<file path="src/rtl/nsef_pkg.sv">
`timescale 1ns / 1ps
// ----------------------------------------------------------------------------
// nsef_pkg
// Shared widths, constants and the result record of the next smaller element
// finder.
// ----------------------------------------------------------------------------
package nsef_pkg;

    // width of the sequence length register and of the position fields
    localparam int LEN_W = 11;
    localparam int POS_W = 11;

    // width of the element value port
    localparam int IN_W = 32;

    // sequence length after reset
    localparam logic [LEN_W-1:0] SEQ_LEN_RESET = 11'd1024;

    // one result record
    typedef struct packed {
        logic [POS_W-1:0] elem_position;
        logic [POS_W-1:0] smaller_position;
        logic             seq_last;
    } t_result;

endpackage

</file>
<file path="src/rtl/nsef_seq.sv">
`timescale 1ns / 1ps
// ----------------------------------------------------------------------------
// nsef_seq
// Stack sequencer: takes one element, pops entries that are not smaller
// through one shared signed comparator, reports the top and pushes.
// ----------------------------------------------------------------------------
module nsef_seq #(
    parameter  int MAX_ELEMS  = 1024,
    parameter  int VALUE_BITS = 32,
    localparam int ADDR_W     = $clog2(MAX_ELEMS),
    localparam int ENTRY_W    = VALUE_BITS + nsef_pkg::POS_W
) (
    input  logic                         i_clk,
    input  logic                         i_rst_n,
    input  logic                         i_restart,
    input  logic [nsef_pkg::LEN_W-1:0]   i_len,
    input  logic                         i_in_valid,
    output logic                         o_in_ready,
    input  logic signed [VALUE_BITS-1:0] i_key,
    input  logic                         i_res_free,
    output logic                         o_res_load,
    output nsef_pkg::t_result            o_res,
    output logic                         o_rd_en,
    output logic [ADDR_W-1:0]            o_rd_addr,
    input  logic [ENTRY_W-1:0]           i_rd_data,
    output logic                         o_wr_en,
    output logic [ADDR_W-1:0]            o_wr_addr,
    output logic [ENTRY_W-1:0]           o_wr_data
);

    import nsef_pkg::*;

    localparam int CNT_W = $clog2(MAX_ELEMS + 1);

    typedef enum logic [2:0] {
        S_IDLE = 3'b001,
        S_CMP  = 3'b010,
        S_PUSH = 3'b100
    } t_state;

    t_state                  r_state, n_state;
    logic [CNT_W-1:0]        r_count, n_count;
    logic [LEN_W-1:0]        r_items_seen, n_items_seen;
    logic signed [VALUE_BITS-1:0] r_key, n_key;
    logic [POS_W-1:0]        r_pos, n_pos;
    logic [POS_W-1:0]        r_smaller, n_smaller;

    logic [LEN_W-1:0]        seen_eff;
    logic [CNT_W-1:0]        count_eff;
    logic [CNT_W-1:0]        count_dec;
    logic [CNT_W-1:0]        count_dec2;
    logic signed [VALUE_BITS-1:0] top_value;
    logic [POS_W-1:0]        top_pos;
    logic                    top_not_smaller;
    logic                    room;

    // sequence wrap and stack restart at the first element of a sequence
    assign seen_eff  = (r_items_seen >= i_len) ? '0 : r_items_seen;
    assign count_eff = (seen_eff == '0) ? '0 : r_count;
    assign count_dec  = count_eff - CNT_W'(1);
    assign count_dec2 = r_count - CNT_W'(2);

    // shared comparator against the stack top
    assign top_value       = i_rd_data[ENTRY_W-1:POS_W];
    assign top_pos         = i_rd_data[POS_W-1:0];
    assign top_not_smaller = (top_value >= r_key);
    assign room            = (32'(r_count) < MAX_ELEMS);

    // next state and datapath
    always_comb begin
        n_state      = r_state;
        n_count      = r_count;
        n_items_seen = r_items_seen;
        n_key        = r_key;
        n_pos        = r_pos;
        n_smaller    = r_smaller;
        o_rd_en      = 1'b0;
        o_rd_addr    = count_dec[ADDR_W-1:0];
        o_wr_en      = 1'b0;
        o_res_load   = 1'b0;
        unique case (r_state)
            S_IDLE: begin
                if (i_in_valid) begin
                    n_key        = i_key;
                    n_pos        = i_len - seen_eff;
                    n_items_seen = seen_eff;
                    n_count      = count_eff;
                    n_smaller    = '0;
                    if (count_eff != '0) begin
                        o_rd_en = 1'b1;
                        n_state = S_CMP;
                    end else begin
                        n_state = S_PUSH;
                    end
                end
            end
            S_CMP: begin
                if (top_not_smaller) begin
                    n_count = r_count - CNT_W'(1);
                    if (r_count > CNT_W'(1)) begin
                        o_rd_en   = 1'b1;
                        o_rd_addr = count_dec2[ADDR_W-1:0];
                    end else begin
                        n_state = S_PUSH;
                    end
                end else begin
                    n_smaller = top_pos;
                    n_state   = S_PUSH;
                end
            end
            S_PUSH: begin
                if (i_res_free) begin
                    o_res_load = 1'b1;
                    if (room) begin
                        o_wr_en = 1'b1;
                        n_count = r_count + CNT_W'(1);
                    end
                    n_items_seen = (r_pos == POS_W'(1)) ? '0 : r_items_seen + LEN_W'(1);
                    n_state      = S_IDLE;
                end
            end
            default: begin
                n_state = S_IDLE;
            end
        endcase
        // register write restarts the sequence
        if (i_restart) begin
            n_items_seen = '0;
            n_count      = '0;
        end
    end

    // control registers
    always_ff @(posedge i_clk) begin
        if (!i_rst_n) begin
            r_state      <= S_IDLE;
            r_count      <= '0;
            r_items_seen <= '0;
        end else begin
            r_state      <= n_state;
            r_count      <= n_count;
            r_items_seen <= n_items_seen;
        end
    end

    // payload registers
    always_ff @(posedge i_clk) begin
        r_key     <= n_key;
        r_pos     <= n_pos;
        r_smaller <= n_smaller;
    end

    assign o_in_ready = (r_state == S_IDLE);
    assign o_wr_addr  = r_count[ADDR_W-1:0];
    assign o_wr_data  = {r_key, r_pos};

    assign o_res.elem_position    = r_pos;
    assign o_res.smaller_position = r_smaller;
    assign o_res.seq_last         = (r_pos == POS_W'(1));

endmodule
</file>
<file path="config.mk">
export PLATFORM = sky130hd
export DESIGN_NAME = nsef_seq
export DESIGN_NICKNAME = d
export VERILOG_FILES = /design/src/rtl/nsef_pkg.sv /design/src/rtl/nsef_seq.sv
export SDC_FILE = /design/constraint.sdc
export NUM_CORES = 1
export LEC_CHECK = 0
export BUFFER_PORTS_ARGS = -buffer_cell sky130_fd_sc_hd__buf_4
export CAP_MARGIN = 30
export CORE_MARGIN = 2
export CORE_UTILIZATION = 50
export DETAILED_ROUTE_END_ITERATION = 6
export HOLD_SLACK_MARGIN = 0.06
export PLACE_DENSITY = 0.87
export SLEW_MARGIN = 10
export SYNTH_ARGS = -nofsm -noshare
export SYNTH_HDL_FRONTEND = slang
export SYNTH_SLANG_ARGS = --single-unit
export TNS_END_PERCENT = 5
</file>
<file path="constraint.sdc">
create_clock -name i_clk -period 5.78 [get_ports i_clk]
set_clock_uncertainty 0.2 [all_clocks]
set_input_delay 1.445 -clock i_clk [delete_from_list [all_inputs] [get_ports i_clk]]
set_output_delay 1.445 -clock i_clk [all_outputs]
set_load 0.01 [all_outputs]
</file>
# Word-level counts from Yosys, hierarchy flattened

Index checks and enable logic that the tools add are counted.

Add/sub/neg operators: 6
Magnitude comparators: 4
Equality and inequality tests: 10
Multiplexer cells: 33
Bitwise operators: 1
Reductions and logical operators: 11

Operator list:

| operator              | number |
|---|---|
| $mux 11               | 11 |
| $pmux 11 s2           | 2 |
| $pmux 11 s3           | 1 |
| $ge 32x32->1          | 1 |
| $mux 10               | 3 |
| $add 11x1->11 const B | 2 |
| $mux 3                | 5 |
| $eq 11x1->1 const B   | 1 |
| $ge 11x11->1          | 1 |
| $gt 11x1->1 const B   | 1 |
| $logic_not 11->1      | 1 |
| $lt 11x11->1 const B  | 1 |
| $reduce_bool 11->1    | 1 |
| $sub 11x1->11 const B | 1 |
| $sub 11x11->11        | 1 |
| $ne 2x2->1 const B    | 5 |
| $sub 10x1->10 const B | 1 |
| $sub 10x2->10 const B | 1 |
| $mux 1                | 9 |
| $pmux 3 s3            | 1 |
| $reduce_and 3->1      | 3 |
| $reduce_and 5->1      | 1 |
| $reduce_bool 2->1     | 2 |
| $eq 3x1->1 const B    | 1 |
| other kinds (8)       | 8 |

Register bits: 79
Output and inout port bits: 90
Word-level logic and storage cells: 71

# Longest topological paths before layout

Depth after elaboration: 8
Depth in mapped cells: 18

# Worst setup path after synthesis

No wires, ideal clock.

Path kind: input to output
From: input i_len[4] in the netlist's numbering
To: output o_rd_addr[4]
Arrival: 4.025 ns
Data required time: 4.135 ns
Path slack: 0.110 ns
Stages: 13
Path buffers: 1
Cells stage by stage: inv_1 > ha_1 > a21o_1 > a211oi_1 > o21ai_1 > a221oi_2 > and2_1 > clkbuf_1 > nand2_1 > ha_1 > inv_1 > o22ai_4 > a311oi_2

Longest elaborated chain between the ends: 8

RTL lines:

| what               | RTL line        | text |
|---|---|---|
| from (decl)        | nsef_seq.sv:16  | `input logic [nsef_pkg::LEN_W-1:0] i_len,` |
| $ge 11x11->1 *     | nsef_seq.sv:58  | `assign seen_eff = (r_items_seen >= i_len) ? '0 : r_items_seen;` |
| $mux 11 *          | nsef_seq.sv:58  |  |
| $logic_not 11->1 * | nsef_seq.sv:59  | `assign count_eff = (seen_eff == '0) ? '0 : r_count;` |
| $mux 11 *          | nsef_seq.sv:59  |  |
| $sub 10x1->10 *    | nsef_seq.sv:60  | `assign count_dec = count_eff - CNT_W'(1);` |
| $mux 10            | nsef_seq.sv:100 | `if (r_count > CNT_W'(1)) begin` |
| $mux 10            | nsef_seq.sv:98  | `if (top_not_smaller) begin` |
| $mux 10 *          | nsef_seq.sv:81  | `unique case (r_state)` |
| to (decl)          | nsef_seq.sv:24  | `output logic [ADDR_W-1:0] o_rd_addr,` |

Mark *: on every way between the ends. The rest lies on a longest branch, timed or not.

# Worst setup path in the final report

From: input i_rd_data[28]
To: output o_rd_addr[8]

Longest elaborated chain between the ends: 3

RTL lines:

| what         | RTL line       | text |
|---|---|---|
| from (decl)  | nsef_seq.sv:25 | `input logic [ENTRY_W-1:0] i_rd_data,` |
| $ge 32x32->1 | nsef_seq.sv:66 | `assign top_not_smaller = (top_value >= r_key);` |
| $mux 10      | nsef_seq.sv:98 |  |
| $mux 10      | nsef_seq.sv:81 |  |

No other way between the ends.

==> out/metrics.cfg <==
[run_status]
status=finished, final reports clean

[clock_tree]
cts.sinks=79
postCtsResizedCells=0
htreeDepth=3
clk_latency_ps=350
cts_setup_buffers=0
clock_path_buffers=2
holdBufCountCts=0
cts_buffers=9
clockRootBuffer=clkbuf_8
cts_tree=yes
clk_pin_slew_ps=80

[critical_path]
end_kind=output pin
start_kind=input pin
worst_ep_arrival_time_ps=4040
worst-r2r-setup-slack_ps=1480
reg2reg_from=r_items_seen[4]
reg2reg_depth=17
path_class=in2out
cp_max_fo=8
r2r_end=r_pos[10]
critPathRequiredTime_ps=4140

[floorplan]
core_area_mm2=0.0108
io_pins=181
fp.dieW_um=109
rows=38
dieArea_mm2=0.0120
start_util_pct=51.3
die_h_um=109

[detailed_routing]
drt_iter0_drc=333
wl_mm=16.1
dr.pass1.iters=5
via_per_inst=5.79
wire_per_inst_um=17.7
num_vias=5261
remaining_drc_errors=0
ant_nets=0

[sta]
rsz0062_at_grt=yes
max_freq_mhz=176
setup_ws_ps=92.7
slew_headroom_pct=46.2
setup_viol=0
post-route-period-util_pct=98.4
min_period_ps=5690
worst_slew_pin_slew_ps=800
drv_slew=0
tns_ps=0
finalHoldViolations=0

[global_routing]
grt_use_total_pct=26.1
grt-ovfl-total=0
grt_util_met3_pct=6.34
grt_pass1_vias=5052
grt_util_met1_pct=28.5
grt_busiest_layer=met2
met2_usage_pct=47.8
grt_max_degree=45
antenna_found_initial=0
grt_first_pass_wirelength_mm=24.2

[placement]
globalplace.congestion=0.961
hpwl_mm=12.6
port_buffers=180
placed_cells_incl_taps=892
dp_slack_ps=47.4

[synth]
synth.distinct_cells=64
syn-cell-area_mm2=0.00556
synth_nets=764
netlist_instances=611
ys_dominant_reg_cell=edfxtp_1
synth-edff-count=54
ys_seq_area_share_pct=38.1
ys_seq_elements=79
async_flop_share_pct=0
syn_area_per_cell_um2=9.10
synth-warning-count=0

[power]
ir_drop_mv=0.116
p_per_area_mw_per_mm2=191
p_leak_nw=3.23

[cells_and_area]
instances_no_fill=908
num-fill-cells=861
antenna_cells=0
final_core_util_pct=65.5
drive_gt1_share_pct=28.4
fin_nets=916
synthToLayoutAreaGrowth_pct=27.7

[worst_hold_path]
hold_path_end=r_count[10]
holdPathStages=2
holdCritStartpoint=r_count[10]
hp-class=reg2reg

[run]
maxCapViolCount=0

layer usage:
metal	wire, um	vias up
met1	5990	2480
met2	8280	250
li1	-	2496
met4	474	0
met3	1350	35
met5	0	-
report_power, final:
part	leakage [nW]	switching (mW)	internal, mW
Sequential	0.720	0.0169	0.637
Combinational	2.41	0.128	0.124
Clock	0.104	0.207	0.245
cell usage in the layout, fill, tap and decap left out, drive strengths merged, types with 3 or more instances in the layout:
cell,n
nor2b,10
a22oi,3
nand2b,8
o21ai,34
a21boi,3
dfxtp,25
and3,4
nand3,18
nor2,38
a21oi,44
a31oi,14
ha,61
inv,66
or3,3
edfxtp,54
o31ai,6
buf,187
a221oi,3
clkbuf,11
nor4,6
xnor2,7
nor3,5
a311oi,6
and2,17
nand4,8
nand2,56
a211oi,11
a21o,13
o22ai,7
o221ai,4
synthesized netlist by cell type (all sizes together) (2+ instances only):
library cell / instances / area [um2]
nor2: 38 / 143
a31oi: 14 / 103
a22o: 2 / 17.5
nand4: 8 / 50.1
nor2b: 10 / 62.6
xnor2: 7 / 61.3
ha: 61 / 763
dfxtp: 25 / 500
o221ai: 4 / 35.0
o21a: 2 / 15.0
a221oi: 3 / 38.8
a22oi: 3 / 22.5
buf: 27 / 188
a21o: 13 / 97.6
a21boi: 3 / 22.5
nor3: 5 / 25.0
or3: 3 / 23.8
a21oi: 44 / 220
o22ai: 7 / 57.6
a211oi: 11 / 82.6
nand2: 56 / 210
clkbuf: 19 / 71.3
inv: 66 / 248
mux2i: 2 / 20.0
edfxtp: 54 / 1620
nand2b: 8 / 50.1
xor2: 2 / 17.5
and3: 4 / 25.0
nand3: 18 / 90.1
nand3b: 2 / 15.0
o41ai: 2 / 32.5
nor4: 6 / 52.6
o31ai: 6 / 45.0
o21ai: 34 / 174
a311oi: 6 / 71.3
and2: 17 / 106
o2111ai: 2 / 17.5
flip-flops by register name (all words and copies together) (netlist names):
register	flops
r_smaller	11
r_items_seen	11
r_pos	11
r_count	11
r_state	3
r_key	32
layout make-up:
| cell class | count | area, um2 | area share [%] |
|---|---|---|---|
| tap | 140 | 175 | 2.47 |
| timing repair buffer | 187 | 1400 | 19.8 |
| inverter | 66 | 248 | 3.49 |
| sequential | 79 | 2120 | 29.9 |
| clock buffer | 11 | 131 | 1.85 |
| clock inverter | 5 | 81.3 | 1.14 |
| multi-input combinational | 420 | 2940 | 41.4 |
worst max-delay path by stage:
stage / startpoint / end / slack (ps) / depth (start not counted)
floorplan: i_len[4] / o_rd_addr[4] / 110 / 13
detailed placement: i_rd_data[26] / o_rd_addr[8] / 50 / 10
global route: i_rd_data[42] / o_rd_addr[6] / -20 / 12
global placement: i_rd_data[25] / o_rd_addr[8] / 130 / 10
CTS: i_rd_data[26] / o_rd_addr[8] / 50 / 10
finish: i_rd_data[28] / o_rd_addr[8] / 90 / 11
critical path, cell delays in order:
cell,delay [ps]
buf_4,110
ha_1,290
a21o_1,190
a221oi_2,220
nor2b_1,100
or4_4,510
a31oi_4,200
nand2b_1,360
o22ai_4,160
a311oi_2,290
buf_4,160
metrics by stage:
stage | instance area (um2) | hold WS (ps) | power, mW
2_1_floorplan | 5560 | 284 | 0.787
3_3_place_gp | 6880 | 310 | 0.901
3_5_place_dp | 6880 | 321 | 0.916
4_1_cts | 7100 | 336 | 1.36
5_1_grt | 7110 | 401 | 1.41
6_report | 7110 | 350 | 1.36
kinds of logic after synthesis:
group / share of synthesized area [%]
compound gates: 20.6
xor+xnor: 1.42
fa+ha+maj: 14.1
buf+inv: 9.11
flops: 38.1
mux: 0.360
simple gates: 16.3
Note: power is estimated with default switching activity, not from simulation.
